### src/sv/sgcs_pkg.sv
`timescale 1ns / 1ps
`default_nettype none
package sgcs_pkg;

   localparam int unsigned SizeW  = 8;
   localparam int unsigned SpeedW = 24;
   localparam int unsigned TickW  = 32;
   localparam int unsigned PosW   = 16;
   localparam int unsigned CsrIdxW = 3;
   localparam int unsigned CsrDataW = 32;

   // shared arithmetic widths
   localparam int unsigned MulAW = 26;
   localparam int unsigned MulBW = 18;
   localparam int unsigned MulPW = MulAW + MulBW;
   localparam int unsigned SubW  = 34;

   localparam logic [SpeedW-1:0] SPEED_MAX = '1;

   // register indexes
   localparam logic [CsrIdxW-1:0] CSR_BASE_SIZE   = 3'd0;
   localparam logic [CsrIdxW-1:0] CSR_MAX_SIZE    = 3'd1;
   localparam logic [CsrIdxW-1:0] CSR_MIN_SPEED   = 3'd2;
   localparam logic [CsrIdxW-1:0] CSR_MAX_SPEED   = 3'd3;
   localparam logic [CsrIdxW-1:0] CSR_REV_THRESH  = 3'd4;
   localparam logic [CsrIdxW-1:0] CSR_QUIET_TICKS = 3'd5;

   localparam logic [SizeW-1:0]  RST_BASE_SIZE   = 8'd32;
   localparam logic [SizeW-1:0]  RST_MAX_SIZE    = 8'd128;
   localparam logic [SpeedW-1:0] RST_MIN_SPEED   = 24'd256;
   localparam logic [SpeedW-1:0] RST_MAX_SPEED   = 24'd2560;
   localparam logic [SizeW-1:0]  RST_REV_THRESH  = 8'd4;
   localparam logic [TickW-1:0]  RST_QUIET_TICKS = 32'd1000;
   localparam logic [SizeW-1:0]  RST_SIZE_NOW    = 8'd32;

endpackage
`default_nettype wire

### src/sv/sgcs_if.sv
`timescale 1ns / 1ps
`default_nettype none
interface sgcs_req_if;
   logic                                   valid;
   logic                                   ready;
   logic signed [sgcs_pkg::PosW-1:0]       pos_x;
   logic signed [sgcs_pkg::PosW-1:0]       pos_y;
   logic        [sgcs_pkg::TickW-1:0]      timestamp;
   modport source (output valid, pos_x, pos_y, timestamp, input ready);
   modport sink   (input valid, pos_x, pos_y, timestamp, output ready);
endinterface

interface sgcs_rsp_if;
   logic                                   valid;
   logic                                   ready;
   logic [sgcs_pkg::SizeW-1:0]             cursor_size;
   logic                                   size_written;
   logic                                   shake_active;
   modport source (output valid, cursor_size, size_written, shake_active, input ready);
   modport sink   (input valid, cursor_size, size_written, shake_active, output ready);
endinterface
`default_nettype wire

### src/sv/sgcs_mul.sv
`timescale 1ns / 1ps
`default_nettype none
module sgcs_mul (
   input  wire logic                                clock,
   input  wire logic signed [sgcs_pkg::MulAW-1:0]   a,
   input  wire logic signed [sgcs_pkg::MulBW-1:0]   b,
   output      logic signed [sgcs_pkg::MulPW-1:0]   p_ff
);
   logic signed [sgcs_pkg::MulPW-1:0] p_in;

   assign p_in = a * b;

   always_ff @(posedge clock) begin
      p_ff <= p_in;
   end
endmodule
`default_nettype wire

### src/sv/sgcs_csub.sv
`timescale 1ns / 1ps
`default_nettype none
module sgcs_csub (
   input  wire logic [sgcs_pkg::SubW-1:0] a,
   input  wire logic [sgcs_pkg::SubW-1:0] b,
   output      logic                      ge,
   output      logic [sgcs_pkg::SubW-1:0] diff
);
   logic [sgcs_pkg::SubW:0] wide;

   assign wide = {1'b0, a} - {1'b0, b};
   assign ge   = ~wide[sgcs_pkg::SubW];
   assign diff = wide[sgcs_pkg::SubW-1:0];
endmodule
`default_nettype wire

### src/sv/shake_gesture_cursor_sizer_top.sv
`timescale 1ns / 1ps
`default_nettype none
// channel | dir | payload                                   | handshake
// req     | in  | pos_x, pos_y, timestamp                   | valid/ready
// rsp     | out | cursor_size, size_written, shake_active   | valid/ready
// csr     | in  | csr_index, csr_wdata                      | csr_we, no wait
// A request is served by one shared compare/subtract unit (25 square root steps,
// 25 speed divide steps, 8 size divide steps) and one shared registered multiplier;
// the compare/subtract steps run only in shake mode.
// Reset is synchronous; no clearing pass. One request is in work at a time;
// the next is taken while a finished result still waits in the rsp register.
module shake_gesture_cursor_sizer_top (
   input  wire logic                              clock,
   input  wire logic                              reset,
   sgcs_req_if.sink                               req,
   sgcs_rsp_if.source                             rsp,
   input  wire logic                              csr_we,
   input  wire logic [sgcs_pkg::CsrIdxW-1:0]      csr_index,
   input  wire logic [sgcs_pkg::CsrDataW-1:0]     csr_wdata
);
   localparam logic [3:0] S_IDLE = 4'd0;
   localparam logic [3:0] S_MUL  = 4'd1;
   localparam logic [3:0] S_EVAL = 4'd2;
   localparam logic [3:0] S_SQRT = 4'd3;
   localparam logic [3:0] S_SPD  = 4'd4;
   localparam logic [3:0] S_TGT  = 4'd5;
   localparam logic [3:0] S_TMAG = 4'd6;
   localparam logic [3:0] S_TDIV = 4'd7;
   localparam logic [3:0] S_STEP = 4'd8;
   localparam logic [3:0] S_DONE = 4'd9;

   function automatic logic [7:0] div5(input logic [8:0] v);
      logic [17:0] prod;
      prod = {9'd0, v} * 18'd205;
      return prod[17:10];
   endfunction

   // configuration
   logic [7:0]  base_ff, base_in, maxs_ff, maxs_in, thr_ff, thr_in;
   logic [23:0] mins_ff, mins_in, maxsp_ff, maxsp_in;
   logic [31:0] quiet_ff, quiet_in;

   // persistent state
   logic signed [15:0] last_x_ff, last_x_in, last_y_ff, last_y_in;
   logic signed [15:0] ox0_ff, ox0_in, ox1_ff, ox1_in, oy0_ff, oy0_in, oy1_ff, oy1_in;
   logic [1:0]  fill_ff, fill_in;
   logic [7:0]  count_ff, count_in, size_ff, size_in;
   logic        shake_ff, shake_in;
   logic [31:0] ltick_ff, ltick_in, rtick_ff, rtick_in;

   // working registers
   logic [3:0]  state_ff, state_in;
   logic [4:0]  cnt_ff, cnt_in;
   logic signed [15:0] x_ff, x_in, y_ff, y_in;
   logic [31:0] now_ff, now_in;
   logic [33:0] d2_ff, d2_in;
   logic signed [34:0] dot_ff, dot_in;
   logic        rev_ff, rev_in, shk_ff, shk_in, wr_ff, wr_in, neg_ff, neg_in;
   logic [7:0]  cntw_ff, cntw_in, sizew_ff, sizew_in;
   logic [23:0] speed_ff, speed_in;
   logic signed [9:0] tgt_ff, tgt_in;
   logic [32:0] rem_ff, rem_in;
   logic [49:0] shr_ff, shr_in;
   logic [24:0] q_ff, q_in;

   // result register
   logic        rvalid_ff, rvalid_in, rwr_ff, rwr_in, rshk_ff, rshk_in;
   logic [7:0]  rsize_ff, rsize_in;

   // shared units
   logic signed [sgcs_pkg::MulAW-1:0] mul_a;
   logic signed [sgcs_pkg::MulBW-1:0] mul_b;
   logic signed [sgcs_pkg::MulPW-1:0] mul_p;
   logic [sgcs_pkg::SubW-1:0]         sub_a, sub_b, sub_d;
   logic                              sub_ge;

   sgcs_mul u_mul (.clock(clock), .a(mul_a), .b(mul_b), .p_ff(mul_p));
   sgcs_csub u_csub (.a(sub_a), .b(sub_b), .ge(sub_ge), .diff(sub_d));

   logic signed [16:0] dx, dy, ax, ay, bx, by;
   logic [31:0] elapsed;
   logic [24:0] q_next;

   assign dx = 17'(x_ff) - 17'(last_x_ff);
   assign dy = 17'(y_ff) - 17'(last_y_ff);
   assign ax = 17'(ox1_ff) - 17'(ox0_ff);
   assign ay = 17'(oy1_ff) - 17'(oy0_ff);
   assign bx = 17'(x_ff) - 17'(ox0_ff);
   assign by = 17'(y_ff) - 17'(oy0_ff);
   assign elapsed = now_ff - ltick_ff;
   assign q_next = {q_ff[23:0], sub_ge};

   assign req.ready = (state_ff == S_IDLE);
   assign rsp.valid = rvalid_ff;
   assign rsp.cursor_size = rsize_ff;
   assign rsp.size_written = rwr_ff;
   assign rsp.shake_active = rshk_ff;

   // operand select for the shared units
   always_comb begin
      mul_a = '0;
      mul_b = '0;
      case (cnt_ff[1:0])
         2'd0: begin mul_a = 26'(dx); mul_b = 18'(dx); end
         2'd1: begin mul_a = 26'(dy); mul_b = 18'(dy); end
         2'd2: begin mul_a = 26'(ax); mul_b = 18'(bx); end
         default: begin mul_a = 26'(ay); mul_b = 18'(by); end
      endcase
      if (state_ff == S_TGT) begin
         mul_a = $signed({2'b00, speed_ff - mins_ff});
         mul_b = 18'($signed({1'b0, maxs_ff}) - $signed({1'b0, base_ff}));
      end
      sub_a = {rem_ff, shr_ff[49]};
      sub_b = {10'd0, maxsp_ff - mins_ff};
      case (state_ff)
         S_SQRT: begin
            sub_a = {rem_ff[31:0], shr_ff[49:48]};
            sub_b = {7'd0, q_ff, 2'b01};
         end
         S_SPD: sub_b = {2'd0, elapsed};
         default: ;
      endcase
   end

   always_comb begin
      logic rev, legs, quiet;
      logic [7:0] cn;
      logic [31:0] rt;
      logic signed [43:0] pm;
      logic [31:0] mag;
      logic signed [9:0] cur, nxt, bs, mx;
      logic [8:0] dd;

      base_in = base_ff; maxs_in = maxs_ff; thr_in = thr_ff;
      mins_in = mins_ff; maxsp_in = maxsp_ff; quiet_in = quiet_ff;
      last_x_in = last_x_ff; last_y_in = last_y_ff;
      ox0_in = ox0_ff; ox1_in = ox1_ff; oy0_in = oy0_ff; oy1_in = oy1_ff;
      fill_in = fill_ff; count_in = count_ff; size_in = size_ff; shake_in = shake_ff;
      ltick_in = ltick_ff; rtick_in = rtick_ff;
      state_in = state_ff; cnt_in = cnt_ff;
      x_in = x_ff; y_in = y_ff; now_in = now_ff;
      d2_in = d2_ff; dot_in = dot_ff;
      rev_in = rev_ff; shk_in = shk_ff; wr_in = wr_ff; neg_in = neg_ff;
      cntw_in = cntw_ff; sizew_in = sizew_ff; speed_in = speed_ff; tgt_in = tgt_ff;
      rem_in = rem_ff; shr_in = shr_ff; q_in = q_ff;
      rvalid_in = rvalid_ff; rwr_in = rwr_ff; rshk_in = rshk_ff; rsize_in = rsize_ff;

      rev = 1'b0; legs = 1'b0; quiet = 1'b0; cn = '0; rt = '0; pm = '0; mag = '0;
      cur = '0; nxt = '0; bs = '0; mx = '0; dd = '0;

      if (rvalid_ff && rsp.ready) rvalid_in = 1'b0;

      if (csr_we) begin
         unique case (csr_index)
            sgcs_pkg::CSR_BASE_SIZE:   base_in  = csr_wdata[7:0];
            sgcs_pkg::CSR_MAX_SIZE:    maxs_in  = csr_wdata[7:0];
            sgcs_pkg::CSR_MIN_SPEED:   mins_in  = csr_wdata[23:0];
            sgcs_pkg::CSR_MAX_SPEED:   maxsp_in = csr_wdata[23:0];
            sgcs_pkg::CSR_REV_THRESH:  thr_in   = csr_wdata[7:0];
            sgcs_pkg::CSR_QUIET_TICKS: quiet_in = csr_wdata;
            default: ;
         endcase
      end

      unique case (state_ff)
         S_IDLE: begin
            if (req.valid) begin
               x_in = req.pos_x;
               y_in = req.pos_y;
               now_in = req.timestamp;
               cnt_in = '0;
               state_in = S_MUL;
            end
         end
         S_MUL: begin
            pm = mul_p;
            case (cnt_ff)
               5'd1: d2_in = pm[33:0];
               5'd2: d2_in = d2_ff + pm[33:0];
               5'd3: dot_in = pm[34:0];
               5'd4: dot_in = dot_ff + pm[34:0];
               default: ;
            endcase
            cnt_in = cnt_ff + 5'd1;
            if (cnt_ff == 5'd4) state_in = S_EVAL;
         end
         S_EVAL: begin
            legs = (ax != 0 || ay != 0) && (bx != 0 || by != 0);
            rev = (fill_ff >= 2'd2) && legs && (dot_ff <= 0);
            cn = (rev && count_ff != 8'd255) ? count_ff + 8'd1 : count_ff;
            rev_in = rev;
            cntw_in = cn;
            shk_in = shake_ff | (rev && cn >= thr_ff);
            wr_in = 1'b0;
            cnt_in = '0;
            rem_in = '0;
            q_in = '0;
            shr_in = {d2_ff, 16'd0};
            if (!(shake_ff | (rev && cn >= thr_ff))) begin
               state_in = S_DONE;
            end else if (elapsed == 0) begin
               speed_in = sgcs_pkg::SPEED_MAX;
               state_in = S_TGT;
            end else begin
               state_in = S_SQRT;
            end
         end
         S_SQRT: begin
            rem_in = sub_ge ? sub_d[32:0] : sub_a[32:0];
            q_in = q_next;
            shr_in = {shr_ff[47:0], 2'b00};
            cnt_in = cnt_ff + 5'd1;
            if (cnt_ff == 5'd24) begin
               // hand the root to the speed divide as its dividend
               shr_in = {q_next, 25'd0};
               rem_in = '0;
               q_in = '0;
               cnt_in = '0;
               state_in = S_SPD;
            end
         end
         S_SPD: begin
            rem_in = sub_ge ? sub_d[32:0] : sub_a[32:0];
            q_in = q_next;
            shr_in = {shr_ff[48:0], 1'b0};
            cnt_in = cnt_ff + 5'd1;
            if (cnt_ff == 5'd24) begin
               speed_in = q_next[24] ? sgcs_pkg::SPEED_MAX : q_next[23:0];
               state_in = S_TGT;
            end
         end
         S_TGT: begin
            if (speed_ff < mins_ff) begin
               tgt_in = {2'b00, base_ff};
               state_in = S_STEP;
            end else if (speed_ff > maxsp_ff) begin
               tgt_in = {2'b00, maxs_ff};
               state_in = S_STEP;
            end else if (maxsp_ff == mins_ff) begin
               tgt_in = {2'b00, base_ff};
               state_in = S_STEP;
            end else begin
               state_in = S_TMAG;
            end
         end
         S_TMAG: begin
            pm = mul_p;
            neg_in = pm[43];
            mag = pm[43] ? 32'(-pm) : pm[31:0];
            rem_in = {9'd0, mag[31:8]};
            shr_in = {mag[7:0], 42'd0};
            q_in = '0;
            cnt_in = '0;
            state_in = S_TDIV;
         end
         S_TDIV: begin
            rem_in = sub_ge ? sub_d[32:0] : sub_a[32:0];
            q_in = q_next;
            shr_in = {shr_ff[48:0], 1'b0};
            cnt_in = cnt_ff + 5'd1;
            if (cnt_ff == 5'd7) begin
               tgt_in = neg_ff ? $signed({2'b00, base_ff}) - $signed({2'b00, q_next[7:0]})
                               : $signed({2'b00, base_ff}) + $signed({2'b00, q_next[7:0]});
               state_in = S_STEP;
            end
         end
         S_STEP: begin
            cur = {2'b00, size_ff};
            bs = {2'b00, base_ff};
            mx = {2'b00, maxs_ff};
            nxt = cur;
            if (cur < tgt_ff) begin
               dd = 9'(tgt_ff - cur);
               nxt = cur + $signed({2'b00, div5(dd)});
            end else if (cur > tgt_ff) begin
               dd = 9'(cur - tgt_ff + 10'sd4);
               nxt = cur - $signed({2'b00, div5(dd)});
            end
            if (nxt < bs) nxt = bs;
            else if (nxt > mx) nxt = mx;
            sizew_in = nxt[7:0];
            wr_in = 1'b1;
            state_in = S_DONE;
         end
         S_DONE: begin
            // commit only when the result register is free
            if (!rvalid_ff || rsp.ready) begin
               rt = rev_ff ? now_ff : rtick_ff;
               quiet = (now_ff - rt) > quiet_ff;
               rtick_in = rt;
               ltick_in = now_ff;
               count_in = quiet ? 8'd0 : cntw_ff;
               shake_in = quiet ? 1'b0 : shk_ff;
               if (wr_ff) size_in = sizew_ff;
               if (fill_ff >= 2'd2) begin
                  ox0_in = ox1_ff; oy0_in = oy1_ff;
                  ox1_in = x_ff;   oy1_in = y_ff;
               end else begin
                  if (fill_ff[0]) begin
                     ox1_in = x_ff; oy1_in = y_ff;
                  end else begin
                     ox0_in = x_ff; oy0_in = y_ff;
                  end
                  fill_in = fill_ff + 2'd1;
               end
               last_x_in = x_ff;
               last_y_in = y_ff;
               rvalid_in = 1'b1;
               rsize_in = wr_ff ? sizew_ff : size_ff;
               rwr_in = wr_ff;
               rshk_in = quiet ? 1'b0 : shk_ff;
               state_in = S_IDLE;
            end
         end
         default: state_in = S_IDLE;
      endcase
   end

   always_ff @(posedge clock) begin
      if (reset) begin
         base_ff <= sgcs_pkg::RST_BASE_SIZE;
         maxs_ff <= sgcs_pkg::RST_MAX_SIZE;
         mins_ff <= sgcs_pkg::RST_MIN_SPEED;
         maxsp_ff <= sgcs_pkg::RST_MAX_SPEED;
         thr_ff <= sgcs_pkg::RST_REV_THRESH;
         quiet_ff <= sgcs_pkg::RST_QUIET_TICKS;
         last_x_ff <= '0; last_y_ff <= '0;
         ox0_ff <= '0; ox1_ff <= '0; oy0_ff <= '0; oy1_ff <= '0;
         fill_ff <= '0; count_ff <= '0; shake_ff <= 1'b0;
         size_ff <= sgcs_pkg::RST_SIZE_NOW;
         ltick_ff <= '0; rtick_ff <= '0;
         state_ff <= S_IDLE; cnt_ff <= '0;
         rvalid_ff <= 1'b0;
      end else begin
         base_ff <= base_in; maxs_ff <= maxs_in; mins_ff <= mins_in;
         maxsp_ff <= maxsp_in; thr_ff <= thr_in; quiet_ff <= quiet_in;
         last_x_ff <= last_x_in; last_y_ff <= last_y_in;
         ox0_ff <= ox0_in; ox1_ff <= ox1_in; oy0_ff <= oy0_in; oy1_ff <= oy1_in;
         fill_ff <= fill_in; count_ff <= count_in; shake_ff <= shake_in;
         size_ff <= size_in;
         ltick_ff <= ltick_in; rtick_ff <= rtick_in;
         state_ff <= state_in; cnt_ff <= cnt_in;
         rvalid_ff <= rvalid_in;
      end
   end

   always_ff @(posedge clock) begin
      x_ff <= x_in; y_ff <= y_in; now_ff <= now_in;
      d2_ff <= d2_in; dot_ff <= dot_in;
      rev_ff <= rev_in; shk_ff <= shk_in; wr_ff <= wr_in; neg_ff <= neg_in;
      cntw_ff <= cntw_in; sizew_ff <= sizew_in; speed_ff <= speed_in; tgt_ff <= tgt_in;
      rem_ff <= rem_in; shr_ff <= shr_in; q_ff <= q_in;
      rwr_ff <= rwr_in; rshk_ff <= rshk_in; rsize_ff <= rsize_in;
   end
endmodule
`default_nettype wire

### src/flat_wrapper.sv
// flat-port wrapper written by rule: the top's interface ports become plain ports
module shake_gesture_cursor_sizer_top_flat 
  (clock, reset, csr_we, csr_index, csr_wdata, req_valid, req_pos_x, req_pos_y, req_timestamp, req_ready, rsp_valid, rsp_cursor_size, rsp_size_written, rsp_shake_active, rsp_ready);
  sgcs_req_if req_i ();
  sgcs_rsp_if rsp_i ();
  input  wire logic clock;
  input  wire logic reset;
  input  wire logic csr_we;
  input  wire logic [sgcs_pkg::CsrIdxW-1:0] csr_index;
  input  wire logic [sgcs_pkg::CsrDataW-1:0] csr_wdata;
  input wire logic [$bits(req_i.valid)-1:0] req_valid;
  input wire logic [$bits(req_i.pos_x)-1:0] req_pos_x;
  input wire logic [$bits(req_i.pos_y)-1:0] req_pos_y;
  input wire logic [$bits(req_i.timestamp)-1:0] req_timestamp;
  output wire logic [$bits(req_i.ready)-1:0] req_ready;
  output wire logic [$bits(rsp_i.valid)-1:0] rsp_valid;
  output wire logic [$bits(rsp_i.cursor_size)-1:0] rsp_cursor_size;
  output wire logic [$bits(rsp_i.size_written)-1:0] rsp_size_written;
  output wire logic [$bits(rsp_i.shake_active)-1:0] rsp_shake_active;
  input wire logic [$bits(rsp_i.ready)-1:0] rsp_ready;
  assign req_i.valid = req_valid;
  assign req_i.pos_x = req_pos_x;
  assign req_i.pos_y = req_pos_y;
  assign req_i.timestamp = req_timestamp;
  assign req_ready = req_i.ready;
  assign rsp_valid = rsp_i.valid;
  assign rsp_cursor_size = rsp_i.cursor_size;
  assign rsp_size_written = rsp_i.size_written;
  assign rsp_shake_active = rsp_i.shake_active;
  assign rsp_i.ready = rsp_ready;
  shake_gesture_cursor_sizer_top u_core (.clock(clock), .reset(reset), .req(req_i), .rsp(rsp_i), .csr_we(csr_we), .csr_index(csr_index), .csr_wdata(csr_wdata));
endmodule
### config.mk
export PLATFORM = sky130hd
export DESIGN_NAME = shake_gesture_cursor_sizer_top_flat
export DESIGN_NICKNAME = d
export VERILOG_FILES = /design/src/sv/sgcs_pkg.sv /design/src/sv/sgcs_if.sv /design/src/sv/sgcs_mul.sv /design/src/sv/sgcs_csub.sv /design/src/sv/shake_gesture_cursor_sizer_top.sv /design/src/flat_wrapper.sv
export SDC_FILE = /design/constraint.sdc
export NUM_CORES = 2
export LEC_CHECK = 0
export ABC_CLOCK_PERIOD_IN_PS = 14800
export BUFFER_PORTS_ARGS = -buffer_cell sky130_fd_sc_hd__buf_2
export CAP_MARGIN = 20
export CELL_PAD_IN_SITES_DETAIL_PLACEMENT = 0
export CELL_PAD_IN_SITES_GLOBAL_PLACEMENT = 2
export CORE_UTILIZATION = 40
export CTS_BUF_LIST = sky130_fd_sc_hd__clkbuf_8
export DETAILED_ROUTE_END_ITERATION = 10
export MAX_ROUTING_LAYER = met4
export PLACE_DENSITY_LB_ADDON = 0.1
export RECOVER_POWER = 50
export SKIP_LAST_GASP = 1
export SLEW_MARGIN = 25
export SYNTH_ARGS = -nofsm -noshare
export SYNTH_HDL_FRONTEND = slang
export SYNTH_HIERARCHICAL = 1
export SYNTH_SLANG_ARGS = --single-unit
### constraint.sdc
create_clock -name clock -period 14.8 [get_ports clock]
set_clock_uncertainty 0.15 [all_clocks]
set_input_delay 0 -clock clock [delete_from_list [all_inputs] [get_ports clock]]
set_output_delay 0 -clock clock [all_outputs]
set_load 0.005 [all_outputs]
-- Word level (Yosys, flattened, before mapping)
Cells that the tools add are included.
- logic and storage cells: 227
- bits in writable memories: 0
- bits in latches: 0
- memories kept: 0
- output and inout port bits: 12
- bits in read-only memories: 0
- flip-flop bits (word level): 642
- multiplexer cells: 64
- bitwise logic cells: 3
- multipliers: 3
- reductions and logical operators: 47
- equal/unequal tests: 34
- shift operators: 0
- add/sub/neg operators: 25
- order comparisons: 10
- div/mod/pow operators: 0
- operator list (kind ; number):
    $pmux 50 s4 ; 1
    $pmux 33 s4 ; 1
    $mux 16 ; 8
    $reduce_bool 32->1 ; 4
    $sub 16x16->17 ; 6
    $mux 24 ; 4
    $mux 10 ; 8
    $pmux 26 s3 ; 1
    $pmux 25 s3 ; 1
    $pmux 35 s2 ; 1
    $pmux 34 s2 ; 1
    $mux 33 ; 2
    $mux 32 ; 2
    $pmux 32 s2 ; 1
    $sub 32x32->32 ; 2
    $pmux 18 s3 ; 1
    $mux 50 ; 1
    $pmux 24 s2 ; 1
    $sub 24x24->24 ; 2
    $mul 26x18->44 ; 1
    $mux 4 ; 10
    $mux 8 ; 5
    $pmux 4 s10 ; 1
    $add 35x35->35 ; 1
    69 further kinds ; 120

-- Longest topological paths before layout
- word-level depth: 13
- mapped depth: 44
- depth with buffers taken out: 44

-- By module
Netlist, hierarchy kept.
- by module, submodules not included (module ; cells an instance ; instances ; area each (µm²) ; seq. area each (µm²)):
    shake_gesture_cursor_sizer_top ; 5552 ; 1 ; 46218.1 ; 14543.9
    sgcs_mul ; 1945 ; 1 ; 17530.6 ; 880.8
    sgcs_csub ; 287 ; 1 ; 1960.6 ; 0.0

-- Worst setup path after synthesis
OpenSTA, ideal clock, no wires.
- path type: reg-to-reg
- from: reg u_core.y_ff[0]
- to: reg u_core/u_mul/p_ff[42] (netlist bit)
- data required time: 14.577 ns
- path slack: 5.022 ns
- arrival: 9.555 ns
- clock period less this slack: 9.778 ns
- library setup time: 0.073 ns
- stages on the path, launching flop included: 36
- path through: edfxtp_1 -> inv_1 -> ha_1 -> inv_1 -> fa_1 -> a21o_1 -> a21oi_1 -> o21bai_1 -> a2111oi_0 -> nor2_1 -> a41o_1 -> o41a_1 -> a2111oi_0 -> a2111oi_0 -> nor2b_1 -> o21ai_0 -> inv_1 -> clkbuf_1 -> nor2_1 -> fa_1 -> fa_1 -> fa_1 -> fa_1 -> fa_1 -> inv_1 -> fa_1 -> inv_1 -> ha_1 -> a21oi_2 -> o21ai_1 -> a31o_1 -> a221o_1 -> o211ai_2 -> o211ai_2 -> a311o_1 -> o211ai_2
- longest elaborated chain between the ends: 4
- elaborated cells on any way between the ends: 7
- classes of those cells: add/sub (2); mul (1); mux (4)
- ends and longest elaborated chain (element ; line ; text):
    from (decl) ; shake_gesture_cursor_sizer_top.sv:54 ; logic signed [15:0] x_ff, x_in, y_ff, y_in;
    from (signal assigned) ; shake_gesture_cursor_sizer_top.sv:348 ; x_ff <= x_in; y_ff <= y_in; now_ff <= now_in;
    $sub 16x16->17, on equally long branches ; shake_gesture_cursor_sizer_top.sv:89, shake_gesture_cursor_sizer_top.sv:85 ;
    $pmux 18 s3 * ; shake_gesture_cursor_sizer_top.sv:103 ; case (cnt_ff[1:0])
    $mux 18 * ; shake_gesture_cursor_sizer_top.sv:109 ; if (state_ff == S_TGT) begin
    via u_core.mul_b, one bit ; shake_gesture_cursor_sizer_top.sv:72 ; logic signed [sgcs_pkg::MulBW-1:0] mul_b;
    $mul 26x18->44 * ; sgcs_mul.sv:11 ; assign p_in = a * b;
    via u_core.u_mul.p_in, one bit ; sgcs_mul.sv:9 ; logic signed [sgcs_pkg::MulPW-1:0] p_in;
    to (signal assigned) ; sgcs_mul.sv:14 ; p_ff <= p_in;
    to (decl) ; sgcs_mul.sv:7 ; output logic signed [sgcs_pkg::MulPW-1:0] p_ff
Mark *: on every way through the listed nets, which the timed path passes. The rest lies on a longest branch.
A chain may end at the register's enable or synchronous reset.

-- Worst setup path in the final report
- from: reg u_core.y_ff[0]
- to: reg u_core/u_mul/p_ff[43] (netlist bit)
- longest elaborated chain between the ends: 4
- elaborated cells on any way between the ends: 7
- classes of those cells: add/sub (2); mul (1); mux (4)
- ends and longest elaborated chain (element ; line ; text):
    $sub 16x16->17 ; shake_gesture_cursor_sizer_top.sv:85 ; assign dy = 17'(y_ff) - 17'(last_y_ff);
    $pmux 26 s3 ; shake_gesture_cursor_sizer_top.sv:103 ;
    $mux 26 ; shake_gesture_cursor_sizer_top.sv:109 ;
    via u_core.mul_a, one bit ; shake_gesture_cursor_sizer_top.sv:71 ; logic signed [sgcs_pkg::MulAW-1:0] mul_a;
    $mul 26x18->44 ; sgcs_mul.sv:11 ;
    via u_core.u_mul.p_in, one bit ; sgcs_mul.sv:9 ;
The timed path passes the listed nets, and every way through them passes these cells.

==> summary.md <==
| Metric | Value |
|---|---|
| Placeable Area | `0.161 mm^2` |
| Synth Area per Inst | `8.44 um^2` |
| PortBufs | `115` |
| CTS Buffer Depth | `3` |
| Worst-Skew Late Latency | `0.92 ns` |
| Final hold vios | `0` |
| Worst setup EP type | `flop` |
| Worst r2r path cells | `38` |
| HP Class | `input pin to flop` |
| Starting Density | `0.404` |
| Overall Global Routing Usage | `0.271` |
| Fin Setup TNS | `0 ns` |
| TritonRoute pass-1 iters | `7` |
| Reg2reg start | `u_core/y_ff[0]$_DFFE_PP_` |
| CTS Buf Count | `132` |
| Die X | `406 um` |
| Antenna violations before repair | `10` |
| Vias in the first global route | `55426` |
| Routed len/inst | `21.0 um` |
| Total I/O pin count | `116` |
| CP Max Fanout | `44` |
| Gr ovfl total | `0` |
| Slew of the pin with the lowest slew margin | `7.03 ns` |
| Antenna Violating Nets Remaining | `0` |
| Worst path required time | `15.39 ns` |
| Startpoint Class | `flop` |
| Beginning of the worst hold path | `csr_index[2]` |
| Minimum clock period | `11.21 ns` |
| # clock sinks | `618` |
| Drc violations | `0` |
| CTS Root Buffer Type | `clkbuf_8` |
| YS warnings | `6` |
| Final WL | `215 mm` |
| Worst rel slew slack | `-3.69` |
| Setup Crit Path Kind | `flop to flop` |
| Core Rows | `147` |
| Final Cycle Share | `0.758` |
| Vias | `55387` |
| Mapped cell area | `0.0652 mm^2` |
| Hold Path End | `u_core/thr_ff[2]$_SDFFE_PP1P_` |
| Final setup viols | `0` |
| Initial DRC count | `3839` |
| Max-Cap Viols | `15` |
| CTS H-Tree Depth | `4` |
| Reg clk slew, reported paths | `0.06 ns` |
| Hold path cells | `5` |
| Die Y | `406 um` |
| Die Area | `0.165 mm^2` |
| Critical path data arrival time | `11.80 ns` |
| Post-CTS Repair Setup Buffers | `0` |
| Worst stage delay on the critical path | `0.88 ns` |
| FF-to-FF setup slack | `3.59 ns` |
| Hold buffers post-CTS | `230` |
| Final net count | `9246` |
| First-pass GRT wire length | `333 mm` |
| Post-cts resize count | `0` |
| Capture point of the worst reg-to-reg path | `u_core/u_mul/p_ff[43]$_DFF_P_` |
| CTS tree | `built` |
| Placement Setup Slack | `3.69 ns` |
| Area grow syn2layout | `12.1%` |
| Slew Viols, Final | `756` |
| Share of layout cells above drive strength 1 | `0.0615` |
| Crit path max-delay cell type | `a2111oi_0` |
| Violated checks | `capacitance limit, slew limit` |
| Worst setup margin | `3.59 ns` |
| Status | `finished with violations` |
| Detailed Place HPWL | `165 mm` |
| Unrepaired setup endpoints after global routing | `no` |
| Cells after synthesis | `7728` |
| Fmax | `89.2 MHz` |
| Largest net degree at the start of global routing | `147` |
| DR vias/cell | `5.40` |
| Routability cong. | `0.916` |
## how the worst max path moves through the flow
stage	slack [ns]	end	cells after the start	startpoint
after detailed placement	3.69	u_core/u_mul/p_ff[43]$_DFF_P_	38	u_core/y_ff[0]$_DFFE_PP_
after global routing	2.90	u_core/u_mul/p_ff[43]$_DFF_P_	38	u_core/y_ff[0]$_DFFE_PP_
final	3.59	u_core/u_mul/p_ff[43]$_DFF_P_	38	u_core/y_ff[0]$_DFFE_PP_
after floorplan	5.17	u_core/u_mul/p_ff[25]$_DFF_P_	34	u_core/y_ff[0]$_DFFE_PP_
after global placement	3.70	u_core/u_mul/p_ff[43]$_DFF_P_	38	u_core/y_ff[0]$_DFFE_PP_
after CTS	3.68	u_core/u_mul/p_ff[43]$_DFF_P_	38	u_core/y_ff[0]$_DFFE_PP_
## state kept, by name, summed over array words and instances (netlist names), 10 cells and up
name / cells
u_core/now_ff: 32
u_core/d2_ff: 34
u_core/oy0_ff: 16
u_core/rtick_ff: 32
u_core/ltick_ff: 32
u_core/oy1_ff: 16
u_core/shr_ff: 34
u_core/y_ff: 16
u_core/speed_ff: 24
u_core/last_y_ff: 16
u_core/maxsp_ff: 24
u_core/q_ff: 25
u_core/quiet_ff: 32
u_core/last_x_ff: 16
u_core/ox1_ff: 16
u_core/tgt_ff: 10
u_core/rem_ff: 33
u_core/ox0_ff: 16
u_core/mins_ff: 24
u_core/u_mul/p_ff: 36
u_core/dot_ff: 35
u_core/x_ff: 16
## routing by layer
metal	GRT usage	wire, um
met1	0.362	101000
met2	0.434	101000
met3	0.0344	9290
met4	0.0640	4600
met5	-	0
## through the flow
step | util | cell area (um^2) | hold WS (ns) | std cells
global placement | 0.423 | 68200 | 0.0261 | 9774
detailed placement | 0.423 | 68200 | 0.0281 | 9774
finish | 0.453 | 73100 | 0.117 | 10252
global route | 0.453 | 73100 | 0.122 | 10251
floorplan | - | 65200 | -0.0511 | 7729
CTS | 0.453 | 73100 | 0.00129 | 10245
## cell type report
type,count,area [um^2]
antenna,5,12.5
clock buffer,144,1980
clock inverter,97,658
fill,16159,88200
inverter,1049,3940
multi-input combinational,5751,45100
sequential,618,15300
tap,2160,2700
timing repair buffer,428,3450
## critical path, delay by kind of cell (launching register included)
kind,cells,cell delay [ns]
fa+ha+maj,9,4.15
buf+inv,9,1.08
compound gates,15,4.41
flops,1,0.43
xor+xnor,1,0.13
simple gates,4,0.64
## placed cells by master, fill, tap and decap left out, types with 28 or more instances in the layout
master	count
a22oi_1	28
dfxtp_1	329
a31oi_1	37
clkbuf_1	28
nor3_1	76
a21o_1	175
o21a_1	57
o31ai_1	28
o21bai_1	37
xnor2_1	207
buf_4	67
or3_1	47
xor2_1	168
nand4_1	53
nand2b_1	83
edfxtp_1	289
inv_1	1084
and3_1	44
o211ai_1	31
and2_1	218
o21ai_0	329
a211oi_1	83
a21oi_1	529
nand3_1	97
nor2b_1	96
nor2_1	397
dlygate4sd3_1	230
ha_1	653
mux2i_1	78
a311oi_1	37
nand2_1	1154
clkbuf_8	144
buf_2	101
fa_1	508
Power is left out: the tool's default activity adds up to more than one toggle a clock period on the data nets, which glitch-free logic cannot reach.
